File: config.mk
export PLATFORM = sky130hd
export DESIGN_NAME = zip_local_header_walker_unit
export DESIGN_NICKNAME = d
export VERILOG_FILES = /design/src/rtl/zlhw_pkg.sv /design/src/rtl/zlhw_parser.sv /design/src/rtl/zlhw_emitter.sv /design/src/rtl/zip_local_header_walker_unit.sv
export SDC_FILE = /design/constraint.sdc
export NUM_CORES = 1
export LEC_CHECK = 0
export BUFFER_PORTS_ARGS = -buffer_cell sky130_fd_sc_hd__buf_2
export CAP_MARGIN = 10
export CORE_ASPECT_RATIO = 0.9
export CORE_UTILIZATION = 53
export CTS_BUF_LIST = sky130_fd_sc_hd__clkbuf_8
export CTS_CLUSTER_SIZE = 25
export DETAILED_ROUTE_END_ITERATION = 10
export PLACE_DENSITY = 0.76
export SLEW_MARGIN = 25
export SYNTH_ARGS = -nofsm -noshare
export SYNTH_HDL_FRONTEND = slang
export SYNTH_SLANG_ARGS = --single-unit
export TNS_END_PERCENT = 100
File: constraint.sdc
create_clock -name clk -period 13.8 [get_ports clk]
set_input_delay 1.38 -clock clk [delete_from_list [all_inputs] [get_ports clk]]
set_output_delay 1.38 -clock clk [all_outputs]
set_load 0.005 [all_outputs]
File: src/rtl/zlhw_pkg.sv
// Shared types and constants for the ZIP local header walker.
`timescale 1ns / 1ps

package zlhw_pkg;

	// Local file header signature, little-endian on the wire.
	localparam logic [31:0] LOCAL_SIG     = 32'h04034b50;
	// Signature plus fixed header body.
	localparam logic [31:0] FIXED_HEADER  = 32'd30;
	// Length of an optional data descriptor.
	localparam logic [31:0] DESC_BYTES    = 32'd12;
	// Flag bit that announces a data descriptor.
	localparam int          DESC_FLAG_BIT = 3;
	// Index of the last signature byte.
	localparam logic [31:0] SIG_LAST      = 32'd3;

	// Byte offsets inside the 26-byte header body.
	localparam logic [4:0] HB_FLAG_LO   = 5'd2;
	localparam logic [4:0] HB_FLAG_HI   = 5'd3;
	localparam logic [4:0] HB_METHOD_LO = 5'd4;
	localparam logic [4:0] HB_METHOD_HI = 5'd5;
	localparam logic [4:0] HB_COMP_0    = 5'd14;
	localparam logic [4:0] HB_COMP_1    = 5'd15;
	localparam logic [4:0] HB_COMP_2    = 5'd16;
	localparam logic [4:0] HB_COMP_3    = 5'd17;
	localparam logic [4:0] HB_UNCOMP_0  = 5'd18;
	localparam logic [4:0] HB_UNCOMP_1  = 5'd19;
	localparam logic [4:0] HB_UNCOMP_2  = 5'd20;
	localparam logic [4:0] HB_UNCOMP_3  = 5'd21;
	localparam logic [4:0] HB_NAME_LO   = 5'd22;
	localparam logic [4:0] HB_NAME_HI   = 5'd23;
	localparam logic [4:0] HB_EXTRA_LO  = 5'd24;
	localparam logic [4:0] HB_EXTRA_HI  = 5'd25;

	// Positions in the per-byte result mask, in delivery order.
	localparam int M_NAME  = 0;
	localparam int M_ENTRY = 1;
	localparam int M_END   = 2;
	localparam int M_TRUNC = 3;

	typedef enum logic [2:0] {
		PH_SIG,
		PH_HDR,
		PH_NAME,
		PH_EXTRA,
		PH_DATA,
		PH_DESC,
		PH_DONE
	} phase_t;

	typedef enum logic [1:0] {
		KIND_NAME,
		KIND_ENTRY,
		KIND_END,
		KIND_TRUNC
	} kind_t;

	typedef struct packed {
		logic [7:0] data_byte;
		logic       end_of_input;
	} byte_t;

	typedef struct packed {
		logic [1:0]  kind;
		logic [7:0]  name_char;
		logic [15:0] method;
		logic [15:0] flag_bits;
		logic [31:0] compressed_size;
		logic [31:0] uncompressed_size;
		logic [31:0] data_offset;
		logic [15:0] name_length;
		logic        last_of_run;
	} result_t;

	typedef struct packed {
		logic [15:0] method;
		logic [15:0] flag_bits;
		logic [31:0] compressed_size;
		logic [31:0] uncompressed_size;
		logic [31:0] data_offset;
		logic [15:0] name_length;
	} entry_t;

	// All results that one input byte causes.
	typedef struct packed {
		logic [3:0] mask;
		logic [7:0] name_char;
		entry_t     entry;
	} bundle_t;

endpackage

File: src/rtl/zlhw_parser.sv
// Header walking state and per-byte result decode.
`timescale 1ns / 1ps

module zlhw_parser (
	input  logic              clk,
	input  logic              arst_n,
	input  logic              take,
	input  zlhw_pkg::byte_t   in_byte,
	output zlhw_pkg::bundle_t bundle,
	output zlhw_pkg::phase_t  phase
);

	zlhw_pkg::phase_t phase_q, phase_n;
	logic [31:0] cnt_q, cnt_n;
	logic [31:0] sig_q, sig_n;
	logic [31:0] pos_q, pos_n;
	logic [15:0] flag_q, flag_n;
	logic [15:0] method_q, method_n;
	logic [31:0] comp_q, comp_n;
	logic [31:0] uncomp_q, uncomp_n;
	logic [15:0] name_len_q, name_len_n;
	logic [15:0] extra_q, extra_n;
	logic [31:0] base_q, base_n;
	logic [31:0] tail_q, tail_n;
	logic [31:0] off_q, off_n;

	logic [7:0]  b;
	logic [4:0]  hdr_idx;
	logic [31:0] cnt_inc;
	logic [31:0] off_hdr;
	logic [31:0] off_sel;
	logic [15:0] x_len;
	logic [3:0]  mask;
	logic        enter_x;
	logic        enter_d;
	logic        enter_s;
	logic        fin;

	assign b       = in_byte.data_byte;
	assign hdr_idx = cnt_q[4:0];
	assign cnt_inc = cnt_q + 32'd1;
	// Data offset when the last header byte is the extra length high byte.
	assign off_hdr = base_q + {16'b0, b, extra_q[7:0]};
	assign off_sel = (phase_q == zlhw_pkg::PH_HDR) ? off_hdr : off_q;
	assign phase   = phase_q;

	// Entry record fields as they stand when the record goes out.
	assign bundle.mask                    = mask;
	assign bundle.name_char               = b;
	assign bundle.entry.method            = method_q;
	assign bundle.entry.flag_bits         = flag_q;
	assign bundle.entry.compressed_size   = comp_q;
	assign bundle.entry.uncompressed_size = uncomp_q;
	assign bundle.entry.data_offset       = off_sel;
	assign bundle.entry.name_length       = name_len_q;

	// Next state and result mask for the byte on the input.
	always_comb begin
		phase_n    = phase_q;
		cnt_n      = cnt_q;
		sig_n      = sig_q;
		pos_n      = pos_q;
		flag_n     = flag_q;
		method_n   = method_q;
		comp_n     = comp_q;
		uncomp_n   = uncomp_q;
		name_len_n = name_len_q;
		extra_n    = extra_q;
		base_n     = base_q;
		tail_n     = tail_q;
		off_n      = off_q;
		mask       = 4'b0000;
		x_len      = extra_q;
		enter_x    = 1'b0;
		enter_d    = 1'b0;
		enter_s    = 1'b0;
		fin        = 1'b0;

		case (phase_q)
			zlhw_pkg::PH_SIG: begin
				sig_n = {b, sig_q[31:8]};
				cnt_n = cnt_inc;
				if (cnt_q == zlhw_pkg::SIG_LAST) begin
					cnt_n = '0;
					if (sig_n == zlhw_pkg::LOCAL_SIG) begin
						phase_n = zlhw_pkg::PH_HDR;
					end else begin
						mask[zlhw_pkg::M_END] = 1'b1;
						phase_n = zlhw_pkg::PH_DONE;
					end
				end
			end
			zlhw_pkg::PH_HDR: begin
				cnt_n = cnt_inc;
				case (hdr_idx)
					zlhw_pkg::HB_FLAG_LO:   flag_n[7:0]      = b;
					zlhw_pkg::HB_FLAG_HI:   flag_n[15:8]     = b;
					zlhw_pkg::HB_METHOD_LO: method_n[7:0]    = b;
					zlhw_pkg::HB_METHOD_HI: method_n[15:8]   = b;
					zlhw_pkg::HB_COMP_0:    comp_n[7:0]      = b;
					zlhw_pkg::HB_COMP_1:    comp_n[15:8]     = b;
					zlhw_pkg::HB_COMP_2:    comp_n[23:16]    = b;
					zlhw_pkg::HB_COMP_3:    comp_n[31:24]    = b;
					zlhw_pkg::HB_UNCOMP_0:  uncomp_n[7:0]    = b;
					zlhw_pkg::HB_UNCOMP_1:  uncomp_n[15:8]   = b;
					zlhw_pkg::HB_UNCOMP_2:  uncomp_n[23:16]  = b;
					zlhw_pkg::HB_UNCOMP_3:  uncomp_n[31:24]  = b;
					zlhw_pkg::HB_NAME_LO:   name_len_n[7:0]  = b;
					zlhw_pkg::HB_NAME_HI:   name_len_n[15:8] = b;
					zlhw_pkg::HB_EXTRA_LO:  extra_n[7:0]     = b;
					zlhw_pkg::HB_EXTRA_HI:  extra_n[15:8]    = b;
					default: ;
				endcase
				// Partial sums, taken once their operands are complete.
				if (hdr_idx == zlhw_pkg::HB_UNCOMP_0) begin
					tail_n = comp_q +
						(flag_q[zlhw_pkg::DESC_FLAG_BIT] ? zlhw_pkg::DESC_BYTES : 32'd0);
				end
				if (hdr_idx == zlhw_pkg::HB_EXTRA_LO) begin
					base_n = pos_q + zlhw_pkg::FIXED_HEADER + {16'b0, name_len_q};
				end
				if (hdr_idx == zlhw_pkg::HB_EXTRA_HI) begin
					cnt_n = '0;
					off_n = off_hdr;
					if (name_len_q != 16'd0) begin
						phase_n = zlhw_pkg::PH_NAME;
					end else begin
						mask[zlhw_pkg::M_ENTRY] = 1'b1;
						enter_x = 1'b1;
						x_len   = extra_n;
					end
				end
			end
			zlhw_pkg::PH_NAME: begin
				mask[zlhw_pkg::M_NAME] = 1'b1;
				cnt_n = cnt_inc;
				if (cnt_inc == {16'b0, name_len_q}) begin
					mask[zlhw_pkg::M_ENTRY] = 1'b1;
					enter_x = 1'b1;
				end
			end
			zlhw_pkg::PH_EXTRA: begin
				cnt_n = cnt_inc;
				if (cnt_inc == {16'b0, extra_q}) begin
					enter_d = 1'b1;
				end
			end
			zlhw_pkg::PH_DATA: begin
				cnt_n = cnt_inc;
				if (cnt_inc == comp_q) begin
					enter_s = 1'b1;
				end
			end
			zlhw_pkg::PH_DESC: begin
				cnt_n = cnt_inc;
				if (cnt_inc == zlhw_pkg::DESC_BYTES) begin
					fin = 1'b1;
				end
			end
			default: begin
				phase_n = zlhw_pkg::PH_DONE;
			end
		endcase

		// Pass over empty sections without consuming a byte.
		if (enter_x) begin
			cnt_n = '0;
			if (x_len != 16'd0) begin
				phase_n = zlhw_pkg::PH_EXTRA;
			end else begin
				enter_d = 1'b1;
			end
		end
		if (enter_d) begin
			cnt_n = '0;
			if (comp_q != 32'd0) begin
				phase_n = zlhw_pkg::PH_DATA;
			end else begin
				enter_s = 1'b1;
			end
		end
		if (enter_s) begin
			cnt_n = '0;
			if (flag_q[zlhw_pkg::DESC_FLAG_BIT]) begin
				phase_n = zlhw_pkg::PH_DESC;
			end else begin
				fin = 1'b1;
			end
		end
		if (fin) begin
			pos_n   = off_sel + tail_q;
			phase_n = zlhw_pkg::PH_SIG;
			cnt_n   = '0;
			sig_n   = '0;
		end

		// Input that ends before a terminating signature is truncated.
		if (in_byte.end_of_input && (phase_n != zlhw_pkg::PH_DONE) &&
				(phase_q != zlhw_pkg::PH_DONE)) begin
			mask[zlhw_pkg::M_TRUNC] = 1'b1;
			phase_n = zlhw_pkg::PH_DONE;
		end
	end

	// Walker state registers, updated once per accepted byte.
	always_ff @(posedge clk or negedge arst_n) begin
		if (!arst_n) begin
			phase_q    <= zlhw_pkg::PH_SIG;
			cnt_q      <= '0;
			sig_q      <= '0;
			pos_q      <= '0;
			flag_q     <= '0;
			method_q   <= '0;
			comp_q     <= '0;
			uncomp_q   <= '0;
			name_len_q <= '0;
			extra_q    <= '0;
			base_q     <= '0;
			tail_q     <= '0;
			off_q      <= '0;
		end else if (take) begin
			phase_q    <= phase_n;
			cnt_q      <= cnt_n;
			sig_q      <= sig_n;
			pos_q      <= pos_n;
			flag_q     <= flag_n;
			method_q   <= method_n;
			comp_q     <= comp_n;
			uncomp_q   <= uncomp_n;
			name_len_q <= name_len_n;
			extra_q    <= extra_n;
			base_q     <= base_n;
			tail_q     <= tail_n;
			off_q      <= off_n;
		end
	end

endmodule

File: src/rtl/zlhw_emitter.sv
// Two-slot result buffer that delivers one result per request.
`timescale 1ns / 1ps

module zlhw_emitter (
	input  logic              clk,
	input  logic              arst_n,
	input  logic              load,
	input  zlhw_pkg::bundle_t bundle,
	output logic              in_stall,
	output logic              out_valid,
	input  logic              out_stall,
	output zlhw_pkg::result_t out_data,
	output logic              s1_full
);

	logic [3:0]        s1_mask_q;
	zlhw_pkg::bundle_t s1_q;
	logic [3:0]        cur_mask_q;
	zlhw_pkg::bundle_t cur_q;

	logic [3:0] head;
	logic [3:0] rest;
	logic       out_take;
	logic       cur_free;
	logic       is_entry;

	// Results leave in mask order: name byte, entry, end, truncation.
	always_comb begin
		if (cur_mask_q[zlhw_pkg::M_NAME]) begin
			head = 4'b0001;
		end else if (cur_mask_q[zlhw_pkg::M_ENTRY]) begin
			head = 4'b0010;
		end else if (cur_mask_q[zlhw_pkg::M_END]) begin
			head = 4'b0100;
		end else if (cur_mask_q[zlhw_pkg::M_TRUNC]) begin
			head = 4'b1000;
		end else begin
			head = 4'b0000;
		end
	end

	assign rest      = cur_mask_q & ~head;
	assign out_valid = |cur_mask_q;
	assign out_take  = out_valid && !out_stall;
	assign cur_free  = !out_valid || (out_take && (rest == 4'b0000));
	assign in_stall  = s1_full && !cur_free;
	assign s1_full   = |s1_mask_q;
	assign is_entry  = head[zlhw_pkg::M_ENTRY];

	// Result fields; everything outside the result's kind reads zero.
	always_comb begin
		if (head[zlhw_pkg::M_NAME]) begin
			out_data.kind = zlhw_pkg::KIND_NAME;
		end else if (head[zlhw_pkg::M_ENTRY]) begin
			out_data.kind = zlhw_pkg::KIND_ENTRY;
		end else if (head[zlhw_pkg::M_END]) begin
			out_data.kind = zlhw_pkg::KIND_END;
		end else begin
			out_data.kind = zlhw_pkg::KIND_TRUNC;
		end
		out_data.name_char = head[zlhw_pkg::M_NAME] ? cur_q.name_char : 8'd0;
		out_data.method            = is_entry ? cur_q.entry.method : 16'd0;
		out_data.flag_bits         = is_entry ? cur_q.entry.flag_bits : 16'd0;
		out_data.compressed_size   = is_entry ? cur_q.entry.compressed_size : 32'd0;
		out_data.uncompressed_size = is_entry ? cur_q.entry.uncompressed_size : 32'd0;
		out_data.data_offset       = is_entry ? cur_q.entry.data_offset : 32'd0;
		out_data.name_length       = is_entry ? cur_q.entry.name_length : 16'd0;
		out_data.last_of_run       = (rest == 4'b0000);
	end

	// Occupancy of both slots.
	always_ff @(posedge clk or negedge arst_n) begin
		if (!arst_n) begin
			s1_mask_q  <= '0;
			cur_mask_q <= '0;
		end else begin
			if (cur_free) begin
				cur_mask_q <= s1_mask_q;
			end else if (out_take) begin
				cur_mask_q <= rest;
			end
			if (load) begin
				s1_mask_q <= bundle.mask;
			end else if (cur_free) begin
				s1_mask_q <= '0;
			end
		end
	end

	// Slot payloads.
	always_ff @(posedge clk) begin
		if (cur_free) begin
			cur_q <= s1_q;
		end
		if (load) begin
			s1_q <= bundle;
		end
	end

endmodule

File: src/rtl/zip_local_header_walker_unit.sv
// Top level of the ZIP local header walker.
`timescale 1ns / 1ps

// Takes an archive one byte per request and walks its local file headers.
// Each file name byte comes out as its own result, followed by an entry
// record with method, flags, sizes, name length and the offset of the entry
// data; extra fields, compressed data and 12-byte data descriptors (flag
// bit 3) are skipped. A signature other than a local header ends the walk
// with a clean-end result; input that ends first gives a truncation result.
// After either, further bytes are dropped until reset. A byte is accepted
// every cycle while each byte causes at most one result and result_stall is
// low. The result port moves one result per cycle while result_stall is low,
// so a byte that causes two or three results (last name byte plus entry
// record, plus truncation) can hold the input until they have gone out.
// Results pass through a decode slot and then an output slot.
module zip_local_header_walker_unit (
	input  logic              clk,
	input  logic              arst_n,
	input  logic              byte_valid,
	output logic              byte_stall,
	input  zlhw_pkg::byte_t   byte_data,
	output logic              result_valid,
	input  logic              result_stall,
	output zlhw_pkg::result_t result_data
);

	logic              accept;
	logic              load;
	logic              s1_full;
	zlhw_pkg::bundle_t bundle;
	zlhw_pkg::phase_t  phase;

	assign accept = byte_valid && !byte_stall;
	assign load   = accept && (bundle.mask != 4'b0000);

	// Header walk and per-byte decode.
	zlhw_parser u_parser (
		.clk     (clk),
		.arst_n  (arst_n),
		.take    (accept),
		.in_byte (byte_data),
		.bundle  (bundle),
		.phase   (phase)
	);

	// Result buffering and serialization.
	zlhw_emitter u_emitter (
		.clk       (clk),
		.arst_n    (arst_n),
		.load      (load),
		.bundle    (bundle),
		.in_stall  (byte_stall),
		.out_valid (result_valid),
		.out_stall (result_stall),
		.out_data  (result_data),
		.s1_full   (s1_full)
	);

	// The input is only held back while the decode slot is occupied.
	a_stall_only_when_full: assert property (@(posedge clk) disable iff (!arst_n)
		!s1_full |-> !byte_stall)
		else $error("input stalled with an empty decode slot");

	// A finished walk stays finished.
	a_done_sticky: assert property (@(posedge clk) disable iff (!arst_n)
		(phase == zlhw_pkg::PH_DONE) |=> (phase == zlhw_pkg::PH_DONE))
		else $error("walk resumed after it ended");

	// Terminal results close the run of their byte.
	a_terminal_last: assert property (@(posedge clk) disable iff (!arst_n)
		result_valid && (result_data.kind == zlhw_pkg::KIND_TRUNC ||
			result_data.kind == zlhw_pkg::KIND_END) |-> result_data.last_of_run)
		else $error("terminal result not last of its run");

	// Data offset, method and name length are zero on every other kind of result.
	a_entry_fields_zero: assert property (@(posedge clk) disable iff (!arst_n)
		result_valid && (result_data.kind != zlhw_pkg::KIND_ENTRY) |->
			(result_data.data_offset == 32'd0) && (result_data.method == 16'd0) &&
			(result_data.name_length == 16'd0))
		else $error("entry fields set on a non-entry result");

endmodule

# Word level (Yosys, flattened, before mapping)
# Cells that the tools add are included.
[totals] in_bits=13 output_inout_bits=157 word_cells=188 reg_bits=635
[op_classes] n_bitwise=2 addsub=6 reduce_logical=45 eq_ne=29 mux=68
[ops] cell="$mux 32" n=12
[ops] cell="$mux 16" n=6
[ops] cell="$pmux 32 s3" n=1
[ops] cell="$add 32x16->32" n=2
[ops] cell="$add 32x32->32" n=2
[ops] cell="$eq 32x16->1" n=2
[ops] cell="$eq 5x5->1 const B" n=10
[ops] cell="$reduce_and 3->1" n=16
[ops] cell="$mux 3" n=12
[ops] cell="$mux 4" n=9
[ops] cell="$add 32x1->32 const B" n=1
[ops] cell="$add 32x5->32 const B" n=1
[ops] cell="$eq 32x2->1 const B" n=1
[ops] cell="$eq 32x27->1 const B" n=1
[ops] cell="$eq 32x32->1" n=1
[ops] cell="$eq 32x4->1 const B" n=1
[ops] cell="$reduce_bool 16->1" n=2
[ops] cell="$reduce_bool 32->1" n=1
[ops] cell="$mux 8" n=3
[ops] cell="$mux 1" n=21
[ops] cell="$reduce_or 4->1" n=3
[ops] cell="$eq 5x2->1 const B" n=2
[ops] cell="$eq 5x3->1 const B" n=2
[ops] cell="$eq 5x4->1 const B" n=2
[ops] cell="other kinds (18)" n=36

# Longest topological paths before layout
# Gate-level depths: netlist of the first run.
[logic_depth] ltp_word=20 mapped_depth=23 depth_no_buf=23

# Modules after synthesis
# From an unflattened synthesis of the first run, not the netlist that was laid out.
[unflattened] hier_cells=2691 hier_area_um2=30489.2
[modules_own_cells] mod="zlhw_parser" cells_per_inst=2162 n_inst=1 seq_area_each_um2=7882.6 area_per_inst_um2=19786.5
[modules_own_cells] mod="zlhw_emitter" cells_per_inst=527 n_inst=1 seq_area_each_um2=9328.9 area_per_inst_um2=10685.2
[modules_own_cells] mod="zip_local_header_walker_unit" cells_per_inst=2 n_inst=1 seq_area_each_um2=0.0 area_per_inst_um2=17.5

# Worst setup path after synthesis of the first run
# No wires, ideal clock.
[synth_path] path_type="in2reg" start="input port result_stall" end="register u_emitter.s1_mask_q[0]" cell_stages=9 setup_ps=130 path_slack_ps=-1036 arrival_ps=14706 n_path_buf=1 t_required_ps=13670 path_cell_list="clkbuf_1 -> maj3_1 -> nor2_1 -> nor2_1 -> o22ai_1 -> o21a_1 -> o21a_1 -> nor2_1 -> a22o_1"
[synth_via] elab_chain_cells=10 word_cells_on_any_way=11 cone_classes="mux: 1; reduce/logical: 10"
[synth_rtl] element="start: declaration" line_no="zip_local_header_walker_unit.sv:23" rtl="input logic result_stall,"
[synth_rtl] element="$logic_not 1->1 (*)" line_no="zlhw_emitter.sv:44" rtl="assign out_take = out_valid && !out_stall;"
[synth_rtl] element="$logic_and 1x1->1 (*)" line_no="zlhw_emitter.sv:44"
[synth_rtl] element="$logic_and 1x1->1 (*)" line_no="zlhw_emitter.sv:45" rtl="assign cur_free = !out_valid || (out_take && (rest == 4'b0000));"
[synth_rtl] element="$logic_or 1x1->1 (*)" line_no="zlhw_emitter.sv:45"
[synth_rtl] element="named net u_emitter.cur_free" line_no="zlhw_emitter.sv:24" rtl="logic cur_free;"
[synth_rtl] element="$logic_not 1->1 (*)" line_no="zlhw_emitter.sv:46" rtl="assign in_stall = s1_full && !cur_free;"
[synth_rtl] element="$logic_and 1x1->1 (*)" line_no="zlhw_emitter.sv:46"
[synth_rtl] element="$logic_not 1->1 (*)" line_no="zip_local_header_walker_unit.sv:33" rtl="assign accept = byte_valid && !byte_stall;"
[synth_rtl] element="$logic_and 1x1->1 (*)" line_no="zip_local_header_walker_unit.sv:33"
[synth_rtl] element="$logic_and 1x1->1 (*)" line_no="zip_local_header_walker_unit.sv:34" rtl="assign load = accept && (bundle.mask != 4'b0000);"
[synth_rtl] element="named net load" line_no="zip_local_header_walker_unit.sv:28" rtl="logic load;"
[synth_rtl] element="$mux 4 / $reduce_bool 2->1 (equally long branches)"
[synth_rtl] element="end signal: assignment" line_no="zlhw_emitter.sv:83" rtl="s1_mask_q <= bundle.mask;"
[synth_rtl] element="end: declaration" line_no="zlhw_emitter.sv:16" rtl="logic [3:0] s1_mask_q;"
# The timed path passes the listed nets; every way through them passes the cells marked *.
# A chain may end at the register's enable or synchronous reset.

# Worst setup path in the final report of the first run
[layout_path] start="register u_parser.cnt_q[3]" end="register u_emitter.s1_q[23] (netlist bit), enable pin"
[layout_via] elab_chain_cells=19 word_cells_on_any_way=47 cone_classes="add/sub: 1; eq/ne: 8; mux: 33; reduce/logical: 5"
[layout_rtl] element="start: declaration" line_no="zlhw_parser.sv:14" rtl="logic [31:0] cnt_q, cnt_n;"
[layout_rtl] element="start signal: assignment" line_no="zlhw_parser.sv:223" rtl="cnt_q <= cnt_n;"
[layout_rtl] element="parallel branches: the longest is 17 deep, another holds $add 32x1->32"
[layout_rtl] element="$reduce_bool 4->1 (*)" line_no="zip_local_header_walker_unit.sv:34"
[layout_rtl] element="$logic_and 1x1->1 (*)" line_no="zip_local_header_walker_unit.sv:34"
[layout_rtl] element="named net load" line_no="zip_local_header_walker_unit.sv:28"
[layout_rtl] element="end signal: assignment" line_no="zlhw_emitter.sv:96" rtl="s1_q <= bundle;"
[layout_rtl] element="end: declaration" line_no="zlhw_emitter.sv:17" rtl="zlhw_pkg::bundle_t s1_q;"
# Mark *: on every way through the listed nets, which the timed path passes.

==> impl_metrics.tcl, run 1 <==
set metrics [dict create \
    fin_crit_ns 6.592 \
    finalSetupViolCount 0 \
    p_seq_share_pct 53.0 \
    overflow 0 \
    die_h_um 231.2 \
    grt_pass1_wl_um 130700 \
    postRouteAntennaNets 0 \
    arrival_ns 6.90 \
    p_leak_nw 15.15 \
    yosys_most_used_dff "dfrtp_1" \
    syn_nets 2843 \
    swShare_pct 26.12 \
    synth.cell_area_mm2 0.03094 \
    die-width_um 256.7 \
    grt_setup_unrepaired "false" \
    insertion_delay_ns 0.71 \
    ir_drop_uv 69.55 \
    finalWorstSetupSlack_ns 7.208 \
    power_frac_comb_pct 8.6 \
    post_cts_buffers 0 \
    path_common_cell "buf_4" \
    use_met1_pct 40.72 \
    crit_chain "and4_1 > nand4_1 > nor2_1 > xnor3_1 > nor4_1 > nand3_1 > o21ai_0 > o21a_4 > buf_4 > buf_4" \
    drt_first_pass_iters 6 \
    synth.largest_area_cell "edfxtp_1" \
    antenna_found_initial 1 \
    cts_tree "yes" \
    busiest_layer "met2" \
    met2_usage_pct 44.21 \
    yosysTopAreaCellShare_pct 29.51 \
    drive_gt1_share_pct 17.45 \
    cp_slowest_stage_delay_ns 0.85 \
    dp_hpwl_um 59960 \
    cts.repair.resized 0 \
    end_kind "register" \
    wl_per_cell_um 22.75 \
    rows 83 \
    hold_violations 0 \
    maxCapViolCount 0 \
    crit_fanout 73 \
    setup_tns_ns 0 \
    cts_max_path_buffers 3 \
    clock_sinks 627 \
    clk_pin_slew_ns 0.07 \
    post-place-ws_ns 6.921 \
    drc 0 \
    final_cell_mix "dfrtp_1 (323), edfxtp_1 (304), nand2_1 (275), o21ai_0 (176), buf_2 (168)" \
    max_clock_freq_mhz 151.7 \
    holdBufCountCts 0 \
    cts_buffers 99 \
    max-slew-margin-rel_pct 25.40 \
    die_area_mm2 0.05934 \
    grt_max_degree 122 \
    slew_violations 0 \
    seq_area_frac_synth_pct 55.64 \
    synth_edf_count 304 \
    dp_cells 3552 \
    fin_skew_ns 0.02466 \
    internal-power_w 0.003082 \
    multi_input_area_mm2 0.01293 \
    ys_ff_latch 627 \
    ys_types 87 \
    switching_power_w 0.001090 \
    syn_inst 2739 \
    synth_area_leaders "edfxtp_1 (30%), dfrtp_1 (26%), mux2_2 (5.1%)" \
    grt_pass1_vias 21874 \
    worstMarginPinSlew_ns 1.119 \
    start_util_pct 53.97 \
    post-route-util_pct 60.31 \
    coreArea_mm2 0.05733 \
    grt.total_usage_pct 28.93 \
    ios 170 \
    vias_per_cell 6.019 \
    grtUsageMet3_pct 5.884 \
    h-tree-depth 3 \
    gp_congestion 0.9820 \
    portBuffers 169 \
    cp-start-kind "register" \
    regArea_mm2 0.01721 \
    routed_wl_um 85120 \
    drtIter0Drc 1986 \
    vias 22524 \
    final_cells 3742 \
    reg2reg_setup_slack_ns 7.21 \
    clockPowerShare_pct 38.4 \
    final_common_cell "dfrtp_1" \
    cts-root-buf "clkbuf_8" \
    finalCritPeriodShare_pct 47.77 \
    layout.nets 2994 \
    ys.warnings.count 0 \
    area_growth_syn_to_layout_pct 11.75 \
    n_fill_cell 4579 \
    powerDensity_mw_per_mm2 120.7 \
    holdCritPathClass "reg -> reg" \
    critical_path_class "reg -> reg" \
    synth_area_per_cell_um2 11.29 \
    fin_hold_ws_ns 0.4062 \
    status "complete, no violations" \
    crit_required_ns 14.11 \
    slowest_stage "buf_4" \
    synthArstFlopShare_pct 51.52 \
]
-- per-stage QoR --
| stage | instance area (µm²) | power, W |
|---|---|---|
| 2_1_floorplan | 30940 | 0.002461 |
| 3_3_place_gp | 32470 | 0.002585 |
| 3_5_place_dp | 32470 | 0.002598 |
| 4_1_cts | 34500 | 0.004196 |
| 5_1_grt | 34570 | 0.004328 |
| 6_report | 34570 | 0.004172 |
-- cells in the mapped netlist (all sizes together), types with 5 or more instances --
master / instances
nor2b: 14
nor3: 80
and3: 44
edfxtp: 304
and3b: 5
dfrtp: 323
nor4b: 9
nor2: 103
a211oi: 13
o21ai: 177
o41ai: 11
o21a: 11
o21bai: 9
a21o: 10
a22o: 8
ha: 87
inv: 68
and2: 161
o31ai: 8
nand4: 50
or3: 19
nor4: 46
a41oi: 5
xnor3: 7
o22ai: 10
o211ai: 21
a31oi: 21
a2111oi: 10
mux2: 166
nor3b: 8
nand2: 279
or4: 9
xnor2: 98
buf: 36
xor2: 87
a21boi: 6
mux2i: 11
a21oi: 54
clkbuf: 120
nand2b: 13
nand3: 151
-- final timing paths --
check                                   from            endpoint  cells past startpoint
min                        u_emitter.s1_q[1]  u_emitter.cur_q[1]                      0
max reg2reg                u_parser.cnt_q[3]  u_emitter.s1_q[23]                     10
max                        u_parser.cnt_q[3]  u_emitter.s1_q[23]                     10
min reg2reg                u_emitter.s1_q[1]  u_emitter.cur_q[1]                      0
max in group asynchronous             arst_n  u_parser.pos_q[21]                      3
min in group asynchronous             arst_n  u_parser.cnt_q[22]                      1
-- layer usage --
metal / vias up / share of wire (%)
met1: 11155 / 44
met3: 198 / 7.4
li1: 10243 / -
met4: 0 / 3.5
met2: 928 / 45
met5: - / 0
-- cell families (layout without fill, tap and decap cells) --
kind of cell | count (synthesis) | after routing | share of synthesized area [%]
DFF | 627 | 627 | 55.64
buffers and inverters | 224 | 460 | 2.920
other | 0 | 2 | 0
xor gates and xnor gates | 192 | 192 | 5.747
adders and majority gates | 93 | 93 | 3.842
AOI/OAI and AO/OA | 418 | 418 | 8.611
muxes | 177 | 177 | 6.398
and+or+nand+nor | 1008 | 1008 | 16.85
-- critical path: cells and delay by family, from the launching register on --
family                    cells  cell delay [ns]
xor gates and xnor gates      1             0.29
buffers and inverters         2             1.52
DFF                           1             0.78
and+or+nand+nor               5             2.33
AOI/OAI and AO/OA             2             1.12
-- sequential cells by signal (all words and copies together), names as in the netlist --
signal / flops
u_emitter.cur_mask_q: 4
u_emitter.cur_q: 152
u_emitter.s1_mask_q: 4
u_emitter.s1_q: 152
u_parser.base_q: 32
u_parser.cnt_q: 32
u_parser.comp_q: 32
u_parser.extra_q: 16
u_parser.flag_q: 16
u_parser.method_q: 16
u_parser.name_len_q: 16
u_parser.off_q: 32
u_parser.phase: 3
u_parser.pos_q: 32
u_parser.sig_q: 24
u_parser.tail_q: 32
u_parser.uncomp_q: 32
-- power by group through the flow --
stage          Combinational, W  Clock (W)  Sequential [W]
2_1_floorplan          0.000241          0         0.00222
3_3_place_gp           0.000345          0         0.00224
3_5_place_dp           0.000352          0         0.00225
4_1_cts                0.000353    0.00163         0.00221
5_1_grt                0.000391    0.00171         0.00222
6_report               0.000360    0.00160         0.00221
-- final cells by class --
type,instances,area share [%]
inverter,68,0.7383
sequential,627,49.79
timing repair buffer,206,3.406
clock buffer,114,4.539
tap,765,2.769
clock inverter,72,1.346
multi-input combinational,1888,37.40
antenna,2,0.01448
(Power assumes the default switching activity.)
==> run 2: changes to the inputs <==
- ABC_AREA: default -> 1
- clock period: 13.8 -> 5.9 ns (I/O delays scaled with it)
==> run 2 against run 1 <==
Clock power is 140% higher. Clock skew rose by 0.037 ns. Core utilization barely moved. Final area decreased by 0.29%. Global-route usage is 1.6 points higher. Sequential share of layout area rose by 0.14 points. Register-to-register slack got worse by 6.9 ns. Wire length grew 4.9%. First-iteration DRC count grew 45%. Largest cell class unchanged.
==> impl_metrics.tcl, run 2 <==
set metrics [dict create \
    synth_edf_count 304 \
    rows 83 \
    grt_max_degree 150 \
    max_clock_freq_mhz 180.1 \
    reg2reg_setup_slack_ns 0.35 \
    layout.nets 3723 \
    cts_buffers 98 \
    synthArstFlopShare_pct 51.52 \
    die-width_um 255.5 \
    ys_ff_latch 627 \
    post-route-util_pct 60.35 \
    worstMarginPinSlew_ns 1.122 \
    gp_congestion 1.055 \
    syn_nets 3525 \
    antenna_found_initial 4 \
    wl_per_cell_um 19.97 \
    ir_drop_uv 180.8 \
    n_fill_cell 4878 \
    synth_area_per_cell_um2 8.961 \
    post_cts_buffers 0 \
    synth_commonest_cells "nand2_1 (837), inv_1 (464), nor2_1 (352), dfrtp_1 (323), o21ai_0 (315)" \
    yosys_most_used_dff "dfrtp_1" \
    grt_setup_unrepaired "false" \
    final_common_cell "nand2_1" \
    grt_pass1_wl_um 136200 \
    slew_violations 0 \
    insertion_delay_ns 0.75 \
    yosysMostFrequentCell "nand2_1" \
    min_to "u_emitter.s1_q[144]" \
    max-slew-margin-rel_pct 25.21 \
    cts.repair.resized 0 \
    crit_required_ns 6.28 \
    finalPower_w 0.01228 \
    fin_crit_ns 5.551 \
    worstReg2RegEnd "u_emitter.s1_q[15]" \
    portBuffers 169 \
    seq_area_frac_synth_pct 56.14 \
    drive_gt1_share_pct 10.59 \
    p_leak_nw 16.61 \
    top_regs "u_emitter.cur_q x152, u_emitter.s1_q x152" \
    min-delay-start "byte_data[1]" \
    cp-start-kind "register" \
    hold_violations 0 \
    ys.warnings.count 0 \
    reg2reg_from "u_parser.cnt_q[0]" \
    crit_fanout 70 \
    placed_area_mm2 0.03234 \
    finalCritPeriodShare_pct 94.09 \
    ys_types 53 \
    vias_per_cell 5.531 \
    end_kind "register" \
    dp_cells 4283 \
    yosysTopAreaCellShare_pct 29.78 \
    vias 24741 \
    arrival_ns 5.93 \
    final_cells 4473 \
    drtIter0Drc 2886 \
    ios 170 \
    syn_inst 3421 \
    coreArea_mm2 0.05712 \
    die_area_mm2 0.05881 \
    cts_tree "yes" \
    synth_area_leaders "edfxtp_1 (30%), dfrtp_1 (26%), nand2_1 (10%)" \
    synth.largest_area_cell "edfxtp_1" \
    dp_hpwl_um 64440 \
    drc 0 \
    grt_pass1_vias 22837 \
    finalSetupViolCount 0 \
    clk_pin_slew_ns 0.06 \
    synth.cell_area_mm2 0.03066 \
    h-tree-depth 3 \
    drt_first_pass_iters 6 \
    die_h_um 230.2 \
    fin_area_mm2 0.03447 \
    critical_path_class "reg -> reg" \
    status "complete, no violations" \
    cts-root-buf "clkbuf_8" \
    hold-path-cell-count 1 \
    holdCritPathClass "in -> reg" \
    powerDensity_mw_per_mm2 356.4 \
    overflow 0 \
    routed_wl_um 89330 \
    start_util_pct 53.67 \
    fin_skew_ns 0.06173 \
    postRouteAntennaNets 0 \
    final_cell_mix "nand2_1 (835), inv_1 (501), nor2_1 (348), dfrtp_1 (323), o21ai_0 (314)" \
    grt.total_usage_pct 30.50 \
    maxCapViolCount 0 \
    clock_sinks 627 \
    area_growth_syn_to_layout_pct 12.45 \
    worst-r2r-cell-count 25 \
    cts_max_path_buffers 3 \
]
==> run 2: cell count changes after synthesis, moves of 43 or more <==
cell     previous run  this run
nand2_1           279       837
inv_1              68       464
nor2_1            101       352
and2_1            160         4
mux2_2            140         0
o21ai_0           176       315
xnor2_1            98        38
and3_1             44         1
nand4_1            49        92
==> run 2: worst max-delay path: stages (launching register included) <==
cell and delay, ns:
dfrtp_1 0.59, ha_1 0.39, nand2_2 0.17, nor2_8 0.22, ha_1 0.36, xor2_1 0.27
nand2_1 0.09, nor2_1 0.13, nand2_1 0.06, nor2_1 0.32, nand3_1 0.12, nor2_1 0.10
nand2_1 0.06, nor2_1 0.17, nand2_1 0.12, nand2_2 0.16, nand2_1 0.09, nand2_1 0.07
nor2_1 0.04, nor2_1 0.15, nand2_1 0.09, o21bai_2 0.26, nand2_1 0.14, nand2_4 0.12
clkinvlp_4 0.44, buf_12 0.40
==> run 2: cell families (layout without fill, tap and decap cells) <==
kind of cell    Yosys count  in the layout  share of synthesized area (%)
buf+inv                 573            855                          7.236
flops                   627            627                          56.14
xor+xnor                113            113                          3.228
simple gates           1522           1522                          21.01
other cells               0              5                              0
fa+ha+maj                91             91                          3.812
compound gates          495            495                          8.571
==> run 2: final cells by class <==
cell class | count | area [µm²] | share of cell area [%]
Antenna cell | 5 | 12.51 | 0.03630
Tap cell | 765 | 957.2 | 2.777
Clock inverter | 75 | 604.3 | 1.753
Multi-Input combinational cell | 2221 | 11290 | 32.75
Timing Repair Buffer | 200 | 1116 | 3.238
Sequential cell | 627 | 17210 | 49.93
Inverter | 471 | 1779 | 5.161
Clock buffer | 109 | 1500 | 4.352
==> run 2: worst max path at each step <==
stage                                       start             endpoint  slack, ns  cells past startpoint
final                           u_parser.cnt_q[0]   u_emitter.s1_q[15]       0.35                     25
after global routing            u_parser.cnt_q[0]  u_emitter.s1_q[105]       0.13                     25
after CTS                       u_parser.cnt_q[0]   u_emitter.s1_q[95]       0.58                     25
after detailed placement        u_parser.cnt_q[0]   u_emitter.s1_q[99]       0.60                     25
after global placement          u_parser.cnt_q[0]   u_emitter.s1_q[96]       0.75                     25
after floorplan           u_emitter.cur_mask_q[1]    u_emitter.s1_q[0]     -0.003                     12
==> run 2: what timing repair did <==
item	4_1_cts	5_1_grt
hold buffers	1	0
hold endpoints to repair	68	0
setup endpoints to repair	0	0
==> run 2: routing by layer <==
| metal | share of wire, % | vias to the layer above | GRT usage [%] |
|---|---|---|---|
| li1 | - | 11640 | - |
| met1 | 44 | 11642 | 44.99 |
| met2 | 42 | 1290 | 43.93 |
| met3 | 10 | 167 | 6.746 |
| met4 | 3.5 | 2 | 11.64 |
| met5 | 0.010 | - | 0 |
==> run 2: stage by stage <==
stage | hold WS [ns] | setup slack, ns | TNS (ns)
CTS | 0.06037 | 0.5781 | 0
finish | 0.1128 | 0.3489 | 0
global route | 0.06772 | 0.1325 | 0
floorplan | 0.2944 | -0.002971 | -0.4517
global placement | 0.4010 | 0.7507 | 0
detailed placement | 0.4045 | 0.6015 | 0
==> run 2: power breakdown <==
group	internal (W)	total, W	switching [W]
clock network	0.00212	0.00389	0.00177
registers	0.00556	0.00597	0.000409
logic	0.000640	0.00243	0.00179
==> run 3: changes to the inputs <==
- CELL_PAD_IN_SITES_DETAIL_PLACEMENT: default -> 0
- CELL_PAD_IN_SITES_GLOBAL_PLACEMENT: default -> 1
- CORE_UTILIZATION: 53 -> 44
- PLACE_DENSITY: 0.76 -> 0.81
==> run 3 against run 2 <==
Core utilization down 9.7 points. Critical endpoint is now u_parser.pos_q[31]. Flip-flop and latch count unchanged. Highest routed layer is now met4. Sequential share of layout area is 0.47 points lower. Sequential power about the same. Maximum frequency rose by 8.2%.
==> impl_metrics.tcl, run 3 (synthesis gave the netlist of run 2 again) <==
set metrics [dict create \
    fin_area_mm2 0.03480 \
    min-delay-start "result_stall" \
    min_to "u_emitter.cur_mask_q[3]" \
    vias 24189 \
    die-width_um 280.2 \
    rows 91 \
    n_fill_cell 6533 \
    max-slew-margin-rel_pct 27.72 \
    cts_max_path_buffers 3 \
    ir_drop_uv 203.7 \
    reg2reg_setup_slack_ns 0.77 \
    top_regs "u_emitter.cur_q x152, u_emitter.s1_q x152" \
    crit_fanout 4 \
    overflow 0 \
    cp.depth 27 \
    layout.nets 3729 \
    critical_path_class "reg -> reg" \
    die_h_um 252.4 \
    p_leak_nw 16.65 \
    reg2reg_from "u_parser.extra_q[0]" \
    portBuffers 169 \
    h-tree-depth 3 \
    worst-r2r-cell-count 27 \
    cts_tree "yes" \
    crit_required_ns 6.53 \
    insertion_delay_ns 0.74 \
    worstReg2RegEnd "u_parser.pos_q[31]" \
    post_cts_buffers 0 \
    post-route-util_pct 50.60 \
    drc 0 \
    postRouteAntennaNets 0 \
    maxCapViolCount 0 \
    finalSetupViolCount 0 \
    coreArea_mm2 0.06877 \
    dp_hpwl_um 68490 \
    start_util_pct 44.58 \
    end_kind "register" \
    busiest_layer "met1" \
    finalCritPeriodShare_pct 86.99 \
    die_area_mm2 0.07073 \
    hold_violations 0 \
    max_clock_freq_mhz 194.8 \
    drive_gt1_share_pct 11.23 \
    worstMarginPinSlew_ns 1.081 \
    grt_pass1_vias 22242 \
    critPathTopFamily "compound AO/OA/AOI/OAI gates" \
    cts.repair.resized 0 \
    fin_crit_ns 5.132 \
    cp_slowest_stage_delay_ns 0.46 \
    fin_hold_ws_ns 0.1136 \
    area_growth_syn_to_layout_pct 13.52 \
    routed_wl_um 93710 \
    cts-root-buf "clkbuf_8" \
    clk_pin_slew_ns 0.06 \
    grt_max_degree 157 \
    hold-path-cell-count 3 \
    status "complete, no violations" \
    use_met1_pct 40.74 \
    grtUsageMet3_pct 6.212 \
    met2_usage_pct 36.85 \
    holdCritPathClass "in -> reg" \
    final_common_cell "nand2_1" \
    slew_violations 0 \
    slowest_stage "fa_1" \
    powerDensity_mw_per_mm2 354.9 \
    ios 170 \
    grt_setup_unrepaired "false" \
    cts_buffers 101 \
    gp_congestion 0.9886 \
    antenna_found_initial 3 \
    drt_first_pass_iters 6 \
    grt_pass1_wl_um 139900 \
    grt.total_usage_pct 26.65 \
    clock_sinks 627 \
    final_cell_mix "nand2_1 (835), inv_1 (491), nor2_1 (348), dfrtp_1 (323), o21ai_0 (315)" \
    placed_area_mm2 0.03260 \
    cp_num_buf_inv 2 \
    setup_tns_ns 0 \
    wl_per_cell_um 20.17 \
    vias_per_cell 5.205 \
    cp-start-kind "register" \
    holdBufCountCts 1 \
    arrival_ns 5.76 \
    path_common_cell "nand2_1" \
    fin_skew_ns 0.04964 \
    drtIter0Drc 2650 \
]
[run 3: cell count changes in the layout (fill, tap and decap cells not counted), moves of 2 or more]
cell,delta
clkinv_1,-4
clkinvlp_4,+2
inv_1,-10
clkinv_2,+11
clkbuf_8,+14
buf_12,+2
bufinv_16,-6
[run 3: worst max-delay path by stage]
stage,start,end,slack [ns]
CTS,u_parser.extra_q[0],u_parser.pos_q[29],0.83
detailed placement,u_parser.extra_q[0],u_parser.pos_q[29],0.86
global route,u_parser.extra_q[4],u_parser.pos_q[31],0.30
global placement,u_parser.extra_q[4],u_parser.pos_q[29],0.86
floorplan,u_emitter.cur_mask_q[1],u_emitter.s1_q[0],-0.003
finish,u_parser.extra_q[0],u_parser.pos_q[31],0.77
[run 3: layout make-up]
cell class,instances,area [µm²],area share [%]
Clock buffer,123,1693,4.864
Multi-Input combinational cell,2221,11300,32.47
Sequential cell,627,17210,49.46
Tap cell,930,1164,3.344
Antenna cell,4,10.01,0.02876
Clock inverter,68,455.4,1.309
Timing Repair Buffer,203,1187,3.412
Inverter,471,1779,5.113
[run 3: tightest hold or removal path, cell delays in order]
cell and delay [ns]:
buf_2 0.09, nand2_1 0.05, o21ai_0 0.06
[run 3: through the flow]
stage	worst slack, ns	total power (W)	instances
after global placement	0.8570	0.008459	4450
after CTS	0.8349	0.01239	4642
after global routing	0.3013	0.01296	4644
after floorplan	-0.002971	0.007545	3421
after detailed placement	0.8606	0.008476	4450
final	0.7678	0.01235	4647
[run 3: layer usage]
| metal | vias up | part of all wire (%) |
|---|---|---|
| met1 | 11358 | 47 |
| met2 | 1038 | 41 |
| li1 | 11647 | - |
| met5 | - | 0 |
| met4 | 0 | 3.0 |
| met3 | 146 | 9.1 |
[run 3: power by group]
part / internal [W] / switching [W]
registers: 0.00556 / 0.000410
clock network: 0.00206 / 0.00185
logic: 0.000648 / 0.00183
